--- config.mk ---
export PLATFORM = sky130hd
export DESIGN_NAME = deadline_ordered_timer_scheduler
export DESIGN_NICKNAME = d
export VERILOG_FILES = /design/src/design/dots_pkg.sv /design/src/design/dots_front.sv /design/src/design/dots_rem.sv /design/src/design/dots_back.sv /design/src/design/deadline_ordered_timer_scheduler.sv
export SDC_FILE = /design/constraint.sdc
export NUM_CORES = 2
export LEC_CHECK = 0
export BUFFER_PORTS_ARGS = -buffer_cell sky130_fd_sc_hd__buf_2
export CORE_MARGIN = 4
export CORE_UTILIZATION = 62
export CTS_CLUSTER_SIZE = 20
export DETAILED_ROUTE_END_ITERATION = 10
export PLACE_DENSITY_LB_ADDON = 0.2
export SETUP_SLACK_MARGIN = 0.1
export SLEW_MARGIN = 20
export SYNTH_ARGS = -nofsm -noshare
export SYNTH_HDL_FRONTEND = slang
export SYNTH_SLANG_ARGS = --single-unit
--- constraint.sdc ---
create_clock -name clk -period 11.4 [get_ports clk]
set_input_delay 0.57 -clock clk [delete_from_list [all_inputs] [get_ports clk]]
set_output_delay 0.57 -clock clk [all_outputs]
set_load 0.01 [all_outputs]
--- src/design/dots_pkg.sv ---
// Shared types and codes of the deadline-ordered timer scheduler.
`default_nettype none
package dots_pkg;
	localparam int TIME_W = 48;
	localparam int DIV_STEPS = 48;
	localparam logic [TIME_W-1:0] TIME_MAX = 48'hFFFF_FFFF_FFFF;
	localparam logic [4:0] RESULT_CAP = 5'd16;

	localparam logic [1:0] ACT_ADVANCE  = 2'd0;
	localparam logic [1:0] ACT_ONESHOT  = 2'd1;
	localparam logic [1:0] ACT_PERIODIC = 2'd2;
	localparam logic [1:0] ACT_CANCEL   = 2'd3;

	localparam logic [2:0] KIND_FIRED   = 3'd0;
	localparam logic [2:0] KIND_ARMED   = 3'd1;
	localparam logic [2:0] KIND_FULL    = 3'd2;
	localparam logic [2:0] KIND_NOTHING = 3'd3;
	localparam logic [2:0] KIND_CANCEL  = 3'd4;

	typedef struct packed {
		logic [1:0]  action;
		logic [7:0]  client_id;
		logic [31:0] delay;
		logic [31:0] period;
		logic [31:0] time_step;
	} item_t;

	typedef struct packed {
		logic  vld;
		item_t item;
	} head_t;

	typedef struct packed {
		logic [2:0]        kind;
		logic [7:0]        fired_id;
		logic [TIME_W-1:0] elapsed;
		logic              last;
	} result_t;

	typedef struct packed {
		logic [7:0]        client;
		logic [TIME_W-1:0] deadline;
		logic [TIME_W-1:0] reference;
		logic [31:0]       period;
	} slot_t;
endpackage
`default_nettype wire

--- src/design/dots_front.sv ---
// Front end: accepts items into a two-entry queue ahead of the sequencer.
`default_nettype none
module dots_front (
	input  wire logic           clk,
	input  wire logic           arst_n,
	input  wire logic           start,
	input  wire dots_pkg::item_t in_item,
	input  wire logic           pop,
	output logic                busy,
	output dots_pkg::head_t     head
);
	import dots_pkg::*;

	item_t      buf_q [2];
	logic       wr_q;
	logic       rd_q;
	logic [1:0] cnt_q;
	logic       push;

	assign busy = (cnt_q == 2'd2);
	assign push = start && !busy;
	assign head = '{(cnt_q != 2'd0), buf_q[rd_q]};

	always_ff @(posedge clk) begin
		if (push) buf_q[wr_q] <= in_item;
	end

	always_ff @(posedge clk or negedge arst_n) begin
		if (!arst_n) begin
			wr_q <= 1'b0;
			rd_q <= 1'b0;
			cnt_q <= 2'd0;
		end else begin
			if (push) wr_q <= ~wr_q;
			if (pop) rd_q <= ~rd_q;
			cnt_q <= cnt_q + {1'b0, push} - {1'b0, pop};
		end
	end
endmodule
`default_nettype wire

--- src/design/dots_rem.sv ---
// Bit-serial remainder unit: 48-bit dividend modulo 32-bit divisor.
`default_nettype none
module dots_rem (
	input  wire logic        clk,
	input  wire logic        arst_n,
	input  wire logic        start,
	input  wire logic [47:0] dividend,
	input  wire logic [31:0] divisor,
	output logic             done,
	output logic [31:0]      rem
);
	import dots_pkg::*;

	logic [47:0] num_q;
	logic [31:0] div_q;
	logic [31:0] rem_q;
	logic [5:0]  cnt_q;
	logic        busy_q;
	logic        done_q;
	logic [32:0] trial;
	logic [32:0] nxt;

	assign trial = {rem_q, num_q[47]};
	assign nxt = (trial >= {1'b0, div_q}) ? trial - {1'b0, div_q} : trial;
	assign done = done_q;
	assign rem = rem_q;

	always_ff @(posedge clk or negedge arst_n) begin
		if (!arst_n) begin
			busy_q <= 1'b0;
			done_q <= 1'b0;
			cnt_q <= '0;
			num_q <= '0;
			div_q <= '0;
			rem_q <= '0;
		end else begin
			done_q <= 1'b0;
			if (start) begin
				num_q <= dividend;
				div_q <= divisor;
				rem_q <= '0;
				cnt_q <= '0;
				busy_q <= 1'b1;
			end else if (busy_q) begin
				rem_q <= nxt[31:0];
				num_q <= {num_q[46:0], 1'b0};
				cnt_q <= cnt_q + 6'd1;
				if (cnt_q == 6'(DIV_STEPS - 1)) begin
					busy_q <= 1'b0;
					done_q <= 1'b1;
				end
			end
		end
	end
endmodule
`default_nettype wire

--- src/design/dots_back.sv ---
// Back end: slot table, scan sequencer and firing logic.
`default_nettype none
module dots_back #(
	parameter int TIMER_SLOTS = 16
) (
	input  wire logic            clk,
	input  wire logic            arst_n,
	input  wire dots_pkg::head_t head,
	output logic                 pop,
	input  wire logic [4:0]      quota,
	output dots_pkg::result_t    res,
	output logic                 res_stb
);
	import dots_pkg::*;

	localparam int IW = (TIMER_SLOTS > 1) ? $clog2(TIMER_SLOTS) : 1;
	localparam int CW = IW + 1;
	localparam logic [CW-1:0] SLOTS_C = CW'(TIMER_SLOTS);

	typedef enum logic [2:0] {
		S_IDLE, S_ARM, S_CANCEL, S_SCAN, S_FIRE, S_DIV, S_RESCH, S_NEXT
	} state_t;

	state_t             state_q;
	item_t              item_q;
	logic [TIME_W-1:0]  ct_q;
	logic [4:0]         limit_q;
	logic [4:0]         nfire_q;
	logic [TIMER_SLOTS-1:0] done_q;
	logic [TIMER_SLOTS-1:0] valid_q;
	logic [CW-1:0]      scan_q;
	logic               rd_vld_s1;
	logic [IW-1:0]      rd_idx_s1;
	slot_t              rdata_s1;
	logic               best_found_q;
	logic [IW-1:0]      best_idx_q;
	slot_t              best_q;
	logic               pend_vld_q;
	result_t            pend_q;
	result_t            res_q;
	logic               stb_q;

	slot_t              mem [TIMER_SLOTS];
	logic               mem_we;
	logic [IW-1:0]      mem_wa;
	slot_t              mem_wd;
	logic [IW-1:0]      rd_addr;

	logic               scanning;
	logic               issue;
	logic               scan_end;
	logic               cand;
	logic               better;
	logic               arm_free;
	logic [31:0]        first;
	logic [48:0]        arm_sum;
	logic [48:0]        step_sum;
	logic [48:0]        resch_sum;
	logic [TIME_W-1:0]  arm_dl;
	logic [TIME_W-1:0]  new_dl;
	logic               div_start;
	logic               div_done;
	logic [31:0]        div_rem;

	assign scanning = (state_q == S_CANCEL) || (state_q == S_SCAN);
	assign issue = scanning && (scan_q != SLOTS_C);
	assign scan_end = scanning && (scan_q == SLOTS_C) && !rd_vld_s1;
	assign rd_addr = scan_q[IW-1:0];
	assign pop = (state_q == S_IDLE) && head.vld;

	assign cand = valid_q[rd_idx_s1] && !done_q[rd_idx_s1] && (rdata_s1.deadline <= ct_q);
	assign better = !best_found_q || (rdata_s1.deadline < best_q.deadline);
	assign arm_free = (scan_q != SLOTS_C) && !valid_q[scan_q[IW-1:0]];

	assign first = (item_q.action == ACT_PERIODIC && item_q.delay == 32'd0) ?
		item_q.period : item_q.delay;
	assign arm_sum = {1'b0, ct_q} + {17'd0, first};
	assign arm_dl = arm_sum[48] ? TIME_MAX : arm_sum[TIME_W-1:0];
	assign step_sum = {1'b0, ct_q} + {17'd0, head.item.time_step};
	// next deadline past now: now - ((now - deadline) mod period) + period
	assign resch_sum = {1'b0, ct_q - {16'd0, div_rem}} + {17'd0, best_q.period};
	assign new_dl = resch_sum[48] ? TIME_MAX : resch_sum[TIME_W-1:0];

	assign div_start = (state_q == S_FIRE) && (best_q.period != 32'd0);

	dots_rem u_rem (
		.clk      (clk),
		.arst_n   (arst_n),
		.start    (div_start),
		.dividend (ct_q - best_q.deadline),
		.divisor  (best_q.period),
		.done     (div_done),
		.rem      (div_rem)
	);

	always_comb begin
		mem_we = 1'b0;
		mem_wa = best_idx_q;
		mem_wd = best_q;
		if (state_q == S_ARM && arm_free) begin
			mem_we = 1'b1;
			mem_wa = scan_q[IW-1:0];
			mem_wd.client = item_q.client_id;
			mem_wd.deadline = arm_dl;
			mem_wd.reference = ct_q;
			mem_wd.period = (item_q.action == ACT_PERIODIC) ? item_q.period : 32'd0;
		end else if (state_q == S_RESCH) begin
			mem_we = 1'b1;
			mem_wd.deadline = new_dl;
			mem_wd.reference = ct_q;
		end
	end

	always_ff @(posedge clk) begin
		if (mem_we) mem[mem_wa] <= mem_wd;
		rdata_s1 <= mem[rd_addr];
	end

	assign res = res_q;
	assign res_stb = stb_q;

	always_ff @(posedge clk or negedge arst_n) begin
		if (!arst_n) begin
			state_q <= S_IDLE;
			item_q <= '0;
			ct_q <= '0;
			limit_q <= '0;
			nfire_q <= '0;
			done_q <= '0;
			valid_q <= '0;
			scan_q <= '0;
			rd_vld_s1 <= 1'b0;
			rd_idx_s1 <= '0;
			best_found_q <= 1'b0;
			best_idx_q <= '0;
			best_q <= '0;
			pend_vld_q <= 1'b0;
			pend_q <= '0;
			res_q <= '0;
			stb_q <= 1'b0;
		end else begin
			stb_q <= 1'b0;
			rd_vld_s1 <= issue;
			rd_idx_s1 <= rd_addr;
			if (issue) scan_q <= scan_q + 1'b1;
			case (state_q)
				S_IDLE: begin
					if (head.vld) begin
						item_q <= head.item;
						scan_q <= '0;
						best_found_q <= 1'b0;
						case (head.item.action)
							ACT_ADVANCE: begin
								ct_q <= step_sum[48] ? TIME_MAX : step_sum[TIME_W-1:0];
								limit_q <= (quota == 5'd0 || quota > RESULT_CAP) ?
									RESULT_CAP : quota;
								nfire_q <= '0;
								done_q <= '0;
								pend_vld_q <= 1'b0;
								state_q <= S_SCAN;
							end
							ACT_CANCEL: state_q <= S_CANCEL;
							default: state_q <= S_ARM;
						endcase
					end
				end
				S_ARM: begin
					if (scan_q == SLOTS_C) begin
						res_q <= '{KIND_FULL, item_q.client_id, '0, 1'b1};
						stb_q <= 1'b1;
						state_q <= S_IDLE;
					end else if (arm_free) begin
						valid_q[scan_q[IW-1:0]] <= 1'b1;
						res_q <= '{KIND_ARMED, item_q.client_id, '0, 1'b1};
						stb_q <= 1'b1;
						state_q <= S_IDLE;
					end else begin
						scan_q <= scan_q + 1'b1;
					end
				end
				S_CANCEL: begin
					if (rd_vld_s1 && valid_q[rd_idx_s1] &&
						rdata_s1.client == item_q.client_id) begin
						valid_q[rd_idx_s1] <= 1'b0;
					end
					if (scan_end) begin
						res_q <= '{KIND_CANCEL, item_q.client_id, '0, 1'b1};
						stb_q <= 1'b1;
						state_q <= S_IDLE;
					end
				end
				S_SCAN: begin
					if (rd_vld_s1 && cand && better) begin
						best_found_q <= 1'b1;
						best_idx_q <= rd_idx_s1;
						best_q <= rdata_s1;
					end
					if (scan_end) begin
						if (best_found_q) begin
							state_q <= S_FIRE;
						end else begin
							// close out the item: held firing or nothing due
							if (pend_vld_q) res_q <= '{pend_q.kind, pend_q.fired_id,
								pend_q.elapsed, 1'b1};
							else res_q <= '{KIND_NOTHING, 8'd0, '0, 1'b1};
							stb_q <= 1'b1;
							state_q <= S_IDLE;
						end
					end
				end
				S_FIRE: begin
					if (pend_vld_q) begin
						res_q <= pend_q;
						stb_q <= 1'b1;
					end
					pend_q <= '{KIND_FIRED, best_q.client, ct_q - best_q.reference, 1'b0};
					pend_vld_q <= 1'b1;
					done_q[best_idx_q] <= 1'b1;
					nfire_q <= nfire_q + 5'd1;
					if (best_q.period == 32'd0) begin
						valid_q[best_idx_q] <= 1'b0;
						state_q <= S_NEXT;
					end else begin
						state_q <= S_DIV;
					end
				end
				S_DIV: begin
					if (div_done) state_q <= S_RESCH;
				end
				S_RESCH: state_q <= S_NEXT;
				S_NEXT: begin
					if (nfire_q == limit_q) begin
						res_q <= '{pend_q.kind, pend_q.fired_id, pend_q.elapsed, 1'b1};
						stb_q <= 1'b1;
						state_q <= S_IDLE;
					end else begin
						scan_q <= '0;
						best_found_q <= 1'b0;
						state_q <= S_SCAN;
					end
				end
				default: state_q <= S_IDLE;
			endcase
		end
	end
endmodule
`default_nettype wire

--- src/design/deadline_ordered_timer_scheduler.sv ---
// Top level of the deadline-ordered timer scheduler.
// Items enter a two-entry queue; busy is high only while that queue is full.
// Each item is first taken from the queue. An arm item then searches for the
// lowest free slot, a cancel item makes one table read per slot. An advance
// item runs one full table scan per firing, plus a final scan that finds
// nothing unless the quota ends the item first; a fired one-shot timer is
// retired, and a periodic one is rescheduled with the 48-step bit-serial
// remainder unit.
// Results appear for exactly one cycle on strobe and cannot be held off; last
// marks the final result of each item.
`default_nettype none
module deadline_ordered_timer_scheduler #(
	parameter int TIMER_SLOTS = 16
) (
	input  wire logic        clk,
	input  wire logic        arst_n,
	input  wire logic        start,
	output logic             busy,
	input  wire logic [1:0]  action,
	input  wire logic [7:0]  client_id,
	input  wire logic [31:0] delay,
	input  wire logic [31:0] period,
	input  wire logic [31:0] time_step,
	input  wire logic        cfg_we,
	input  wire logic [4:0]  cfg_data,
	output logic             strobe,
	output logic [2:0]       kind,
	output logic [7:0]       fired_id,
	output logic [47:0]      elapsed,
	output logic             last
);
	import dots_pkg::*;

	item_t   in_item;
	head_t   head;
	logic    pop;
	logic [4:0] quota_q;
	result_t res;

	assign in_item = '{action, client_id, delay, period, time_step};

	always_ff @(posedge clk or negedge arst_n) begin
		if (!arst_n) quota_q <= '0;
		else if (cfg_we) quota_q <= cfg_data;
	end

	dots_front u_front (
		.clk     (clk),
		.arst_n  (arst_n),
		.start   (start),
		.in_item (in_item),
		.pop     (pop),
		.busy    (busy),
		.head    (head)
	);

	dots_back #(.TIMER_SLOTS(TIMER_SLOTS)) u_back (
		.clk     (clk),
		.arst_n  (arst_n),
		.head    (head),
		.pop     (pop),
		.quota   (quota_q),
		.res     (res),
		.res_stb (strobe)
	);

	assign kind = res.kind;
	assign fired_id = res.fired_id;
	assign elapsed = res.elapsed;
	assign last = res.last;

	a_nothing_last: assert property (@(posedge clk) disable iff (!arst_n)
		strobe && kind == KIND_NOTHING |-> last && fired_id == 8'd0)
		else $error("nothing-due result not final");
	a_elapsed_zero: assert property (@(posedge clk) disable iff (!arst_n)
		strobe && kind != KIND_FIRED |-> elapsed == '0)
		else $error("elapsed set on non-firing result");
	a_single_last: assert property (@(posedge clk) disable iff (!arst_n)
		strobe && (kind == KIND_ARMED || kind == KIND_FULL || kind == KIND_CANCEL) |-> last)
		else $error("control result not final");
endmodule
`default_nettype wire
==> results.ini <==
[global_routing]
grt-ovfl-total = 0
grt_usage_pct = 34.3
antenna_found_initial = 18
grt_pass1_vias = 79500
grt_max_degree = 157
grt_pass1_wl_microns = 554000

[placement]
dp_worst_setup_slack_ns = 3.68
dp_cells = 11200
port_buffers = 176
gp_congestion = 0.998
dp_hpwl_microns = 232000

[sta]
fin_setup_tns_ns = 0
rsz0062_at_grt = no
whs_ns = 0.221
hold_violations = 0
setup_violations = 0
timing.final.crit_share_pct = 71.0
tightest_slew_ns = 1.11
period_needed_ns = 8.10
relSlewSlack_pct = 25.8
fin_skew_ns = 0.0760
maxSlewViolCount = 0
max_freq_mhz = 123
fin_ws_ns = 3.30

[cells_and_area]
seq_area_sq_mm = 0.0886
fillers = 13500
finalNetCount = 9332
final_cells = 11900
final_util_pct = 69.9
drive_above_1_share_pct = 19.8
syn_to_final_growth_pct = 12.2
multi_input_area_sq_mm = 0.0427

[worst_setup_path]
critical_path_required_ns = 11.99
critPathCaptureType = flop
start_kind = flop
worst-path-max-fanout = 32
ff2ff_setup_slack_ns = 3.30
reg2reg_depth = 26
path_class = flop to flop
worstPathArrival_ns = 8.69

[synth]
seq_area_frac_synth_pct = 66.3
yosys.area.top_type = edfxtp_1
synthFlopType = edfxtp_1
synthesis.nets = 8932
ys_ff_latch = 3089
yosys_warnings = 0
post_synth_instance_area_sq_mm = 0.134
syn_avg_cell_area_sq_um = 15.8
yosysUniqueCellTypes = 97
synth-edff-count = 2388
synthArstFlopShare_pct = 18.3
synthCells = 8448
synthTopCellsByArea = edfxtp_1, mux4_2, dfrtp_1, ha_1, dfxtp_1
synth_top_area_share_pct = 53.7

[cts]
clock-sinks = 3089
worst_skew_pair.late_latency_ns = 0.98
cts-root-buf = clkbuf_16
cts-hold-fix-buffers = 119
cts_setup_buffers = 0
clk_pin_slew_ns = 0.06
cts_buffers = 321
clock_path_buffers = 4
cts_resized = 0
cts_tree = built
h-tree-depth = 5

[routing]
wl_per_cell_microns = 31.8
drc = 0
drtIter0Drc = 11400
drt-total-wl_microns = 380000
dr.pass1.iters = 7
num_vias = 81100
ant_nets = 0
viasPerCell = 6.79

[worst_hold_path]
timing.hold.worst.class = input pin to asynchronous set/reset pin

[floorplanning]
num_rows = 170
io_pins = 177
start_util_pct = 62.3
fp.dieW_microns = 472
dieHeight_microns = 472
dieArea_sq_mm = 0.223
core_sq_mm = 0.214

[flow_run]
cap_violations = 0

[run_status]
status = finished, final reports clean

[power_and_ir_drop]
peakVddDrop_uv = 265
power.density_mw_per_mm2 = 307
p_leak_nw = 54.0

==> area by class of cell <==
type,instances,share of cell area (%)
repair buffers,474,2.46
clock buffers,464,6.12
multi-input cells,4689,28.5
clock inverters,112,0.730
well taps,2838,2.37
inverters,273,0.684
diodes,7,0.0117
flip-flops and latches,3089,59.1
==> state kept, by name, indices dropped and copies added, names as in the netlist, 2 cells and up <==
| signal | flops |
|---|---|
| u_back.mem | 2176 |
| u_front.buf_q | 212 |
| u_back.best_q | 136 |
| u_back.rdata_s1 | 136 |
| u_back.item_q | 74 |
| u_back.res | 60 |
| u_back.pend_q | 56 |
| u_back.ct_q | 48 |
| u_back.u_rem.num_q | 48 |
| u_back.u_rem.div_q | 32 |
| u_back.u_rem.rem | 32 |
| u_back.done_q | 16 |
| u_back.valid_q | 16 |
| u_back.u_rem.cnt_q | 6 |
| quota_q | 5 |
| u_back.limit_q | 5 |
| u_back.nfire_q | 5 |
| u_back.scan_q | 5 |
| u_back.best_idx_q | 4 |
| u_back.rd_idx_s1 | 4 |
| u_back.state_q | 3 |
| u_front.cnt_q | 2 |
==> metrics by stage <==
step | cell area (sq um) | total power, mW
floorplan | 134000 | 29.2
global placement | 138000 | 34.9
detailed placement | 138000 | 35.3
CTS | 150000 | 45.7
global route | 150000 | 48.1
finish | 150000 | 46.0
==> cells in the mapped netlist, types with 41 or more instances <==
master	n
xnor2_1	168
a31oi_1	77
nand3_1	108
mux2_2	182
ha_1	362
clkbuf_1	301
nor3_1	99
nor2_1	359
mux2i_1	120
o21ai_0	431
xor2_1	91
mux4_2	695
dfxtp_1	136
dfrtp_1	565
nand2b_1	51
and3_1	41
o21a_1	55
nand2_1	649
nor2b_1	53
buf_1	63
edfxtp_1	2388
a21o_1	194
inv_1	271
nand4_1	63
a21oi_1	405
==> metal layers <==
metal | GRT usage, % | vias up | routed length [microns]
met3 | 7.32 | 724 | 40800
met4 | 10.9 | 6 | 12900
met1 | 50.8 | 41700 | 152000
met5 | 0 | - | 43
met2 | 51.8 | 4970 | 175000
li1 | - | 33700 | -
==> path summary, 6_finish.rpt <==
kind                                             start                        endpoint
setup / recovery            u_back.ct_q[0]$_DFFE_PN0P_     u_back.mem[3][99]$_DFFE_PP_
hold / removal                                  arst_n        u_front.rd_q$_DFFE_PN0P_
setup reg to reg            u_back.ct_q[0]$_DFFE_PN0P_     u_back.mem[3][99]$_DFFE_PP_
hold reg to reg            u_back.rdata_s1[54]$_DFF_P_   u_back.best_q[54]$_DFFE_PN0P_
max in group asynchronous                       arst_n  u_back.best_q[121]$_DFFE_PN0P_
min in group clk                            period[11]  u_front.buf_q[0][43]$_DFFE_PP_
==> cell usage in the layout, fill, tap and decap left out, types with 27 or more instances in the layout <==
cell and instances:
a211oi_1 31, a21o_1 194, a21oi_1 395, a31oi_1 76, and3_1 40, buf_2 175, buf_4 154, clkbuf_1 96
clkbuf_16 333, clkbuf_8 35, clkinv_2 42, dfrtp_1 559, dfxtp_1 136, dlygate4sd3_1 119, edfxtp_1 2388, ha_1 362
inv_1 271, mux2_2 182, mux2i_1 120, mux4_2 695, nand2_1 646, nand2b_1 51, nand3_1 108, nand4_1 63
nor2_1 339, nor2b_1 52, nor3_1 95, o21a_1 55, o21ai_0 423, o21bai_1 31, o22ai_1 31, or3_1 27
xnor2_1 168, xor2_1 91
==> kinds of logic after synthesis <==
| kind of cell | count (synthesis) | share of synthesized area, % |
|---|---|---|
| flip-flops | 3089 | 66.3 |
| AO/OA/AOI/OAI | 1498 | 7.01 |
| AND/OR/NAND/NOR | 1566 | 5.36 |
| multiplexers | 997 | 14.2 |
| XOR/XNOR | 259 | 1.70 |
| adder cells (fa/ha/maj) | 369 | 3.50 |
| buffers and inverters | 670 | 1.92 |
==> report_power, final <==
part | internal (mW) | leakage (nW) | switching (mW) | total [mW]
clock | 6.01 | 5.01 | 4.29 | 10.3
sequential | 15.3 | 30.2 | 1.53 | 16.8
combinational | 7.29 | 18.7 | 11.7 | 19.0
total | 28.6 | 54.0 | 17.5 | 46.0
==> worst max-delay path, cell delays in order (launching register included) <==
cell	delay [ns]
dfrtp_1	0.46
inv_1	0.16
ha_1	0.20
inv_1	0.06
fa_1	0.42
a211oi_1	0.39
o21a_1	0.37
nor2b_1	0.11
o21a_1	0.18
nor2_1	0.15
o21ai_0	0.19
a21o_1	0.23
a21oi_1	0.17
xnor2_1	0.11
ha_1	0.37
nand2_1	0.12
nor2_1	0.20
o211ai_1	0.12
o21ai_0	0.69
a21o_1	0.37
a211oi_1	0.21
a31o_2	0.32
nor3_1	0.32
a31oi_4	0.31
buf_4	0.40
a22o_1	0.28
o21ai_1	0.77
(Power assumes the default switching activity.)
